## src/design/led_blink_sequencer_top_defines.svh

```systemverilog
// ----------------------------------------------------------------------------
// led_blink_sequencer_top_defines
// assertion macros shared by the led blink sequencer
// ----------------------------------------------------------------------------
`ifndef LED_BLINK_SEQUENCER_TOP_DEFINES_SVH
`define LED_BLINK_SEQUENCER_TOP_DEFINES_SVH

// same-cycle implication
`define LBS_ASSERT_SAME(label, clk, rst_n, ante, cons, msg) \
    label: assert property (@(posedge clk) disable iff (!rst_n) (ante) |-> (cons)) \
        else $error(msg);

// next-cycle implication
`define LBS_ASSERT_NEXT(label, clk, rst_n, ante, cons, msg) \
    label: assert property (@(posedge clk) disable iff (!rst_n) (ante) |=> (cons)) \
        else $error(msg);

`endif

```

## src/design/lbs_pkg.sv

```systemverilog
// ----------------------------------------------------------------------------
// lbs_pkg
// types and constants of the led blink sequencer
// ----------------------------------------------------------------------------
package lbs_pkg;

    localparam int TIME_W  = 24;
    localparam int COUNT_W = 8;
    localparam int MODE_W  = 2;
    localparam int OUT_W   = 2;

    localparam logic [MODE_W-1:0]  MODE_OFF   = 2'd0;
    localparam logic [MODE_W-1:0]  MODE_ON    = 2'd1;
    localparam logic [MODE_W-1:0]  MODE_BLINK = 2'd2;

    localparam logic               KIND_TICK  = 1'b0;
    localparam logic               KIND_START = 1'b1;

    localparam logic [COUNT_W-1:0] ENDLESS_COUNT = 8'hff;

    typedef struct packed {
        logic [MODE_W-1:0]  mode;
        logic [COUNT_W-1:0] count;
        logic [TIME_W-1:0]  on_limit;
        logic [TIME_W-1:0]  off_limit;
        logic               phase;
    } t_led_cmd;

    typedef struct packed {
        logic pin;
        logic busy;
        logic pending;
    } t_led_status;

endpackage

```

## src/design/led_blink_sequencer_top.sv

```systemverilog
// ----------------------------------------------------------------------------
// led_blink_sequencer_top
// blink pattern generator with a running and a pending slot per led
// ----------------------------------------------------------------------------
// Every input beat, tick or start command, yields one result beat with the
// pin levels, busy and pending masks after the update. A beat can be taken
// in every cycle unless stalled and moves through the stage and output
// registers: the on and off times are turned into ticks by a constant
// reciprocal multiply ahead of the stage register, and all leds are updated
// in parallel between the stage register and the output register. The input
// is stalled only while both registers hold a beat and the output is stalled.
module led_blink_sequencer_top #(
    parameter int LED_COUNT      = 2,
    parameter int TICK_PERIOD_MS = 10
) (
    input  logic                        i_clk,
    input  logic                        i_rst_n,
    input  logic                        i_valid,
    output logic                        o_stall,
    input  logic                        i_kind,
    input  logic                        i_led_index,
    input  logic [lbs_pkg::MODE_W-1:0]  i_pattern_mode,
    input  logic [lbs_pkg::COUNT_W-1:0] i_repeat_count,
    input  logic [lbs_pkg::TIME_W-1:0]  i_on_time_ms,
    input  logic [lbs_pkg::TIME_W-1:0]  i_off_time_ms,
    input  logic                        i_start_level,
    output logic                        o_valid,
    input  logic                        i_stall,
    output logic [lbs_pkg::OUT_W-1:0]   o_led_levels,
    output logic [lbs_pkg::OUT_W-1:0]   o_busy_mask,
    output logic [lbs_pkg::OUT_W-1:0]   o_pending_mask
);
    import lbs_pkg::*;

    `include "led_blink_sequencer_top_defines.svh"

    localparam int DIV_SHIFT = TIME_W + $clog2(TICK_PERIOD_MS);
    localparam int RECIP_W   = TIME_W + 1;
    localparam int PROD_W    = DIV_SHIFT + TIME_W;
    localparam longint unsigned DIV_RECIP_L =
        ((64'd1 << DIV_SHIFT) / TICK_PERIOD_MS) + 64'd1;
    localparam logic [RECIP_W-1:0] DIV_RECIP = DIV_RECIP_L[RECIP_W-1:0];

    logic                     r_s1_valid;
    logic                     r_s1_kind;
    logic                     r_s1_index;
    t_led_cmd                 r_s1_cmd;
    logic                     r_out_valid;
    logic [OUT_W-1:0]         r_levels;
    logic [OUT_W-1:0]         r_busy;
    logic [OUT_W-1:0]         r_pending;

    logic                     out_blocked;
    logic                     advance;
    logic                     in_take;
    logic [PROD_W-1:0]        on_prod;
    logic [PROD_W-1:0]        off_prod;
    t_led_cmd                 in_cmd;
    t_led_status              led_status [LED_COUNT];
    logic [OUT_W-1:0]         n_levels;
    logic [OUT_W-1:0]         n_busy;
    logic [OUT_W-1:0]         n_pending;

    assign out_blocked = r_out_valid && i_stall;
    assign advance     = r_s1_valid && !out_blocked;
    assign o_stall     = r_s1_valid && out_blocked;
    assign in_take     = i_valid && !o_stall;

    // ms to ticks, exact floor for every 24-bit value
    assign on_prod  = PROD_W'(i_on_time_ms)  * PROD_W'(DIV_RECIP);
    assign off_prod = PROD_W'(i_off_time_ms) * PROD_W'(DIV_RECIP);

    always_comb begin
        in_cmd.mode      = i_pattern_mode;
        in_cmd.count     = i_repeat_count - 1'b1;
        in_cmd.on_limit  = on_prod[DIV_SHIFT +: TIME_W];
        in_cmd.off_limit = off_prod[DIV_SHIFT +: TIME_W];
        in_cmd.phase     = i_start_level;
    end

    always_ff @(posedge i_clk) begin
        if (!i_rst_n) begin
            r_s1_valid  <= 1'b0;
            r_out_valid <= 1'b0;
        end else begin
            if (!o_stall) begin
                r_s1_valid <= i_valid;
            end
            if (!out_blocked) begin
                r_out_valid <= r_s1_valid;
            end
        end
    end

    always_ff @(posedge i_clk) begin
        if (in_take) begin
            r_s1_kind  <= i_kind;
            r_s1_index <= i_led_index;
            r_s1_cmd   <= in_cmd;
        end
        if (advance) begin
            r_levels  <= n_levels;
            r_busy    <= n_busy;
            r_pending <= n_pending;
        end
    end

    for (genvar g = 0; g < LED_COUNT; g++) begin : g_led
        lbs_led u_led (
            .i_clk    (i_clk),
            .i_rst_n  (i_rst_n),
            .i_tick   (advance && r_s1_kind == KIND_TICK),
            .i_start  (advance && r_s1_kind == KIND_START && 32'(r_s1_index) == g),
            .i_cmd    (r_s1_cmd),
            .o_status (led_status[g])
        );
    end

    for (genvar b = 0; b < OUT_W; b++) begin : g_out
        if (b < LED_COUNT) begin : g_used
            assign n_levels[b]  = led_status[b].pin;
            assign n_busy[b]    = led_status[b].busy;
            assign n_pending[b] = led_status[b].pending;
        end else begin : g_unused
            assign n_levels[b]  = 1'b0;
            assign n_busy[b]    = 1'b0;
            assign n_pending[b] = 1'b0;
        end
    end

    assign o_valid        = r_out_valid;
    assign o_led_levels   = r_levels;
    assign o_busy_mask    = r_busy;
    assign o_pending_mask = r_pending;

    `LBS_ASSERT_SAME(a_pending_needs_busy, i_clk, i_rst_n, o_valid,
        (o_pending_mask & ~o_busy_mask) == '0, "pending led without a running pattern")

    `LBS_ASSERT_NEXT(a_stage_moves_to_out, i_clk, i_rst_n, advance,
        o_valid, "stage one beat lost on the way to the output register")

    `LBS_ASSERT_NEXT(a_held_stage_waits, i_clk, i_rst_n, o_stall,
        r_s1_valid && $stable(r_s1_cmd) && $stable(r_s1_kind),
        "stage one beat changed while the input was held off")

endmodule

```

## src/design/lbs_led.sv

```systemverilog
// ----------------------------------------------------------------------------
// lbs_led
// running and pending slot of one led, advanced by ticks and start beats
// ----------------------------------------------------------------------------
module lbs_led (
    input  logic                 i_clk,
    input  logic                 i_rst_n,
    input  logic                 i_tick,
    input  logic                 i_start,
    input  lbs_pkg::t_led_cmd    i_cmd,
    output lbs_pkg::t_led_status o_status
);
    import lbs_pkg::*;

    t_led_cmd          r_run,         n_run;
    t_led_cmd          r_wait,        n_wait;
    logic              r_run_active,  n_run_active;
    logic              r_wait_active, n_wait_active;
    logic              r_started,     n_started;
    logic              r_pin,         n_pin;
    logic [TIME_W-1:0] r_ticks,       n_ticks;

    always_comb begin
        n_run         = r_run;
        n_wait        = r_wait;
        n_run_active  = r_run_active;
        n_wait_active = r_wait_active;
        n_started     = r_started;
        n_pin         = r_pin;
        n_ticks       = r_ticks;
        if (i_tick && r_run_active) begin
            if (r_run.mode == MODE_OFF || r_run.mode == MODE_ON) begin
                n_run_active = 1'b0;
                n_started    = 1'b0;
                n_run.phase  = r_run.mode[0];
                n_pin        = r_run.mode[0];
            end else if (!r_started) begin
                n_started = 1'b1;
                n_ticks   = '0;
                n_pin     = r_run.phase;
            end else if (r_run.phase) begin
                if (r_ticks >= r_run.on_limit) begin
                    n_run.phase = 1'b0;
                    n_ticks     = '0;
                    n_pin       = 1'b0;
                end else begin
                    n_ticks = r_ticks + 1'b1;
                end
            end else begin
                if (r_ticks >= r_run.off_limit) begin
                    if (r_run.count != '0) begin
                        if (r_run.count != ENDLESS_COUNT) begin
                            n_run.count = r_run.count - 1'b1;
                        end
                        n_run.phase = 1'b1;
                        n_ticks     = '0;
                        n_pin       = 1'b1;
                    end else begin
                        n_run_active = 1'b0;
                    end
                end else begin
                    n_ticks = r_ticks + 1'b1;
                end
            end
            // pick up the queued pattern once the run is over
            if (!n_run_active && r_wait_active) begin
                n_run_active  = 1'b1;
                n_wait_active = 1'b0;
                n_run         = r_wait;
                n_started     = 1'b0;
            end
        end else if (i_start) begin
            if (r_run_active) begin
                n_wait_active = 1'b1;
                n_wait        = i_cmd;
            end else begin
                n_wait_active = 1'b0;
                n_run_active  = 1'b1;
                n_run         = i_cmd;
                n_started     = 1'b0;
            end
        end
    end

    always_ff @(posedge i_clk) begin
        if (!i_rst_n) begin
            r_run_active  <= 1'b0;
            r_wait_active <= 1'b0;
            r_started     <= 1'b0;
            r_pin         <= 1'b0;
        end else begin
            r_run_active  <= n_run_active;
            r_wait_active <= n_wait_active;
            r_started     <= n_started;
            r_pin         <= n_pin;
        end
    end

    always_ff @(posedge i_clk) begin
        r_run   <= n_run;
        r_wait  <= n_wait;
        r_ticks <= n_ticks;
    end

    assign o_status = '{pin: n_pin, busy: n_run_active, pending: n_wait_active};

endmodule

```

## config.mk

```make
export PLATFORM = sky130hd
export DESIGN_NAME = led_blink_sequencer_top
export DESIGN_NICKNAME = d
export VERILOG_FILES = /design/src/design/lbs_pkg.sv /design/src/design/led_blink_sequencer_top.sv /design/src/design/lbs_led.sv
export VERILOG_INCLUDE_DIRS = /design/src /design/src/design
export SDC_FILE = /design/constraint.sdc
export NUM_CORES = 2
export LEC_CHECK = 0
export ABC_AREA = 1
export BUFFER_PORTS_ARGS = -buffer_cell sky130_fd_sc_hd__buf_2
export CORE_ASPECT_RATIO = 0.6
export CORE_MARGIN = 2
export CORE_UTILIZATION = 30
export CTS_CLUSTER_DIAMETER = 100
export DETAILED_ROUTE_END_ITERATION = 12
export GPL_TIMING_DRIVEN = 0
export PLACE_DENSITY = 0.4
export RECOVER_POWER = 100
export REMOVE_ABC_BUFFERS = 1
export SLEW_MARGIN = 20
export SYNTH_ARGS = -nofsm -noshare
export SYNTH_HDL_FRONTEND = slang
export SYNTH_SLANG_ARGS = --single-unit
```

## constraint.sdc

```tcl
create_clock -name i_clk -period 14.9 [get_ports i_clk]
set_input_delay 2.235 -clock i_clk [delete_from_list [all_inputs] [get_ports i_clk]]
set_output_delay 2.235 -clock i_clk [all_outputs]
set_load 0.05 [all_outputs]
```

[Word-level counts from Yosys, hierarchy flattened]
Cells that the tools add are included.
Storage, ports and cells
  memory bits (writable): 0
  output and inout bits: 8
  ROM bits: 0
  memories kept: 0
  latch bits: 0
  input bits: 65
  logic and storage cells: 209
  register bits after elaboration: 343
Cells by class
  reduce and logical (&&, ||, !) cells: 36
  $mul: 2
  shift-type cells: 0
  eq/ne operators: 24
  div/mod/pow operators: 0
  order comparisons: 4
  multiplexer cells: 90
  bitwise operators: 6
  add/subtract/negate cells: 5
Operators by type and width (number)
  $mux 59: 8
  $mux 24: 8
  $ge 24x24->1: 4
  $mul 24x24->48 const B: 2
  $mux 8: 12
  $mux 1: 62
  $add 24x1->24 const B: 2
  $ne 3x3->1 const B: 10
  $reduce_and 3->1: 8
  $sub 8x1->8 const B: 3
  $ne 4x3->1 const B: 4
  $ne 8x8->1 const B: 2
  $reduce_and 8->1: 2
  $reduce_bool 8->1: 2
  $logic_and 1x1->1: 12
  $ne 2x2->1 const B: 4
  $ne 3x2->1 const B: 2
  $not 1->1: 6
  $eq 2x1->1 const B: 2
  $logic_not 1->1: 4
  $logic_not 2->1: 2
  $reduce_and 2->1: 2
  $reduce_bool 2->1: 2
  $logic_or 1x1->1: 2

[Longest topological paths before layout]
  depth in word-level cells: 11
  gate-level depth with buffers: 26
  gate-level depth less buffers: 26

[Modules after synthesis]
From an unflattened synthesis, not the netlist that was laid out.
Unflattened totals
  cell total of the unflattened synthesis: 4340
  area, all modules: 39949.6 µm²
Modules (own cells, without submodules)
  led_blink_sequencer_top: instances 1, area each 24486.0 µm², cells each 2739
  lbs_led at g_led[0].u_led: instances 1, area each 7737.4 µm², cells each 799
  lbs_led at g_led[1].u_led: instances 1, area each 7726.2 µm², cells each 802

[Worst setup path after synthesis]
No wires, ideal clock.
  path type: in2reg
  start point: input i_on_time_ms[16] (netlist bit)
  end point: register r_s1_cmd[41] (netlist bit) (data pin)
  library setup time: 252 ps
  arrival time: 6928 ps
  path buffers: 0
  cell stages on the path: 21
  path slack: 7720 ps
  required time: 14648 ps
  path through: ha_1 -> fa_1 -> inv_1 -> fa_1 -> fa_1 -> inv_1 -> fa_1 -> fa_1 -> inv_1 -> fa_1 -> inv_1 -> ha_1 -> nand2_1 -> nor2_1 -> inv_1 -> nor2_1 -> nand3_1 -> o21ai_0 -> nand4_1 -> nand3_1 -> nand2_1
RTL lines
  start: declaration: line led_blink_sequencer_top.sv:24  | input logic [lbs_pkg::TIME_W-1:0] i_on_time_ms,
  end signal: assignment: line led_blink_sequencer_top.sv:99  | r_s1_cmd <= in_cmd;
  end: declaration: line led_blink_sequencer_top.sv:47  | t_led_cmd r_s1_cmd;

==> reports/results.ini <==
[run_status]
status = complete, but fails checks
violations = capacitance limit, slew limit

[logic_synthesis]
syn_inst = 4037
yosys_warnings = 0
syn_avg_cell_area_um2 = 9.39
synth_top_area_frac = 0.254
synth_area_um2 = 37900
synth.largest_area_cell = edfxtp_1
synth.most_common_cell = inv_1
ys_top_cells_by_count = inv_1, nand2_1, ha_1, fa_1, edfxtp_1
yosysSeqAreaShare = 0.260
yosys-top-cells-area = edfxtp_1, fa_1, ha_1
synth_edf_count = 321
ys_ff_latch = 331
synth_cell_type_count = 52
synthFlopType = edfxtp_1
async_flop_share = 0

[timing]
max_slew_margin = -1.12
finalSetupTns_ns = 0
final.period_utilization = 0.572
post-route-min-period_ns = 8.52
hold_violations = 0
tightest_slew_ns = 3.18
rsz0062_at_grt = false
setup_ws_ns = 6.38
final_max_slew_viol_count = 231
finClkSkew_ns = 0.0357
setup_viol = 0
max_freq_mhz = 117

[routing]
avgViaCountPerCell = 4.52
routedWlPerCell_um = 19.1
dr_total_vias = 26400
ant_nets = 0
first_iter_violations = 1826
route.detailed.drc = 0
totalWireLength_um = 112000
dr.pass1.iters = 7

[floorplan]
start_util = 0.304
die_w_um = 463
fp.coreArea_um2 = 125000
ioPinCount = 73
die_y_um = 279
row_count = 100
dieArea_um2 = 129000

[setup_path]
path_class = input port to register
path_common_cell = fa_1
worst_setup_path_end_kind = register
cp.arrival_ns = 8.82
cp_slowest_cell = clkbuf_1
critPathLaunchType = input port
worstPathRequired_ns = 15.19
crit_chain = clkbuf_1 -> ha_1 -> xor2_1 -> ha_1 -> fa_1 -> fa_1 -> fa_1 -> fa_1 -> inv_1 -> fa_1 -> inv_1 -> ha_1 -> nand2_1 -> nor2_1 -> nand2_1 -> nor4_1 -> nand3_1 -> nand3_1 -> xor2_1
cp_slowest_stage_delay_ns = 0.74
r2r_setup_slack_ns = 8.52
crit_fanout = 11

[layout]
synthToLayoutAreaGrowth_pct = 9.30
final_layout_size_suffix_gt1_frac = 0.0383
nets = 5227

[cts]
cts_tree = built
post_cts_resized = 0
clockRootBuffer = clkbuf_16
cts.sinks = 331
numCtsBuffers = 37
insertion_delay_ns = 0.58
postCtsSetupBuffers = 0
clk_transition_reported_paths_ns = 0.06
cts_buffer_depth = 3
h-tree-depth = 2
hold_buffers = 0

[placement]
gp_congestion = 0.881
port_buffers = 72
place_ws_ns = 6.25
dp_hpwl_um = 94300

[grt]
gr-total-overflow = 0
grt_max_degree = 61
antenna_found_initial = 2
grt_pass1_wl_um = 171000
grt_usage = 0.175
grt_pass1_vias = 26500

[hold_path]
hold_class = register to register

[flow_run]
drv_cap = 7

## worst paths after layout
check                                              from                                 to  cells past startpoint
worst max register to register     o_valid$_SDFFE_PN0N_  g_led[1].u_led.r_run[2]$_DFFE_PP_                     10
worst min-delay path            r_s1_valid$_SDFFE_PN0N_               o_valid$_SDFFE_PN0N_                      2
worst min register to register  r_s1_valid$_SDFFE_PN0N_               o_valid$_SDFFE_PN0N_                      2
worst max-delay path                   i_off_time_ms[2]             r_s1_cmd[14]$_DFFE_PP_                     19
## cell families after synthesis
family / share of synthesized area
xor+xnor: 0.0254
buf+inv: 0.0986
simple gates: 0.136
flops: 0.260
compound gates: 0.0555
fa+ha+maj: 0.424
other cells: 0.0000990
## through the flow
step / area (µm²) / hold slack [ns] / utilization / instances
2_1_floorplan: 37700 / 0.445 / - / 4000
3_3_place_gp: 40100 / 0.465 / 0.322 / 5755
3_5_place_dp: 40600 / 0.471 / 0.326 / 5771
4_1_cts: 41700 / 0.480 / 0.335 / 5836
5_1_grt: 41400 / 0.526 / 0.332 / 5836
6_report: 41400 / 0.481 / 0.332 / 5839
## cell type report
type                       instances  area [µm²]
tap                             1683        2110
clock inverter                    21         225
fill                           13100       83200
antenna                            3        7.51
inverter                         935        3510
clock buffer                      44         952
multi-input combinational       2734       24300
timing repair buffer              88         465
sequential                       331        9840
## per-layer routing
| metal | GRT usage | wire (µm) | up-vias |
|---|---|---|---|
| met1 | 0.316 | 68000 | 12800 |
| met5 | 0 | 0 | - |
| li1 | - | - | 13100 |
| met4 | 0.0175 | 750 | 0 |
| met3 | 0.0314 | 6120 | 48 |
| met2 | 0.204 | 36600 | 464 |
## critical path, delay by kind of cell
kind                       cells  cell delay, ns
xor gates and xnor gates       2            0.55
adders and majority gates      8            3.69
buffers and inverters          3            0.86
and+or+nand+nor                6            1.47
## cells in the final DEF (no fill, tap or decap), types with 28 or more instances in the layout
cell type | Yosys | routed
a21o_1 | 31 | 31
edfxtp_1 | 321 | 321
xor2_1 | 86 | 86
nand4_1 | 28 | 28
buf_2 | 11 | 57
inv_1 | 929 | 927
o21ai_0 | 79 | 125
a21oi_1 | 158 | 159
nor3_1 | 36 | 37
clkbuf_16 | 0 | 37
nand3_1 | 148 | 150
clkbuf_1 | 18 | 35
ha_1 | 619 | 619
nand2_1 | 664 | 664
nor2_1 | 248 | 251
fa_1 | 416 | 416
## state kept, by name, summed over array words and instances (netlist names)
| register | cells |
|---|---|
| o_busy_mask | 2 |
| r_s1_kind | 1 |
| g_led.u_led.r_ticks | 48 |
| g_led.u_led.r_run_active | 2 |
| g_led.u_led.r_wait_active | 2 |
| o_valid | 1 |
| r_s1_valid | 1 |
| g_led.u_led.r_pin | 2 |
| g_led.u_led.r_run | 106 |
| r_s1_cmd | 53 |
| o_led_levels | 2 |
| g_led.u_led.r_started | 2 |
| r_s1_index | 1 |
| o_pending_mask | 2 |
| g_led.u_led.r_wait | 106 |
Power is not shown: default switching activity piles up to over one toggle a cycle in this logic, so the estimate is an artifact.
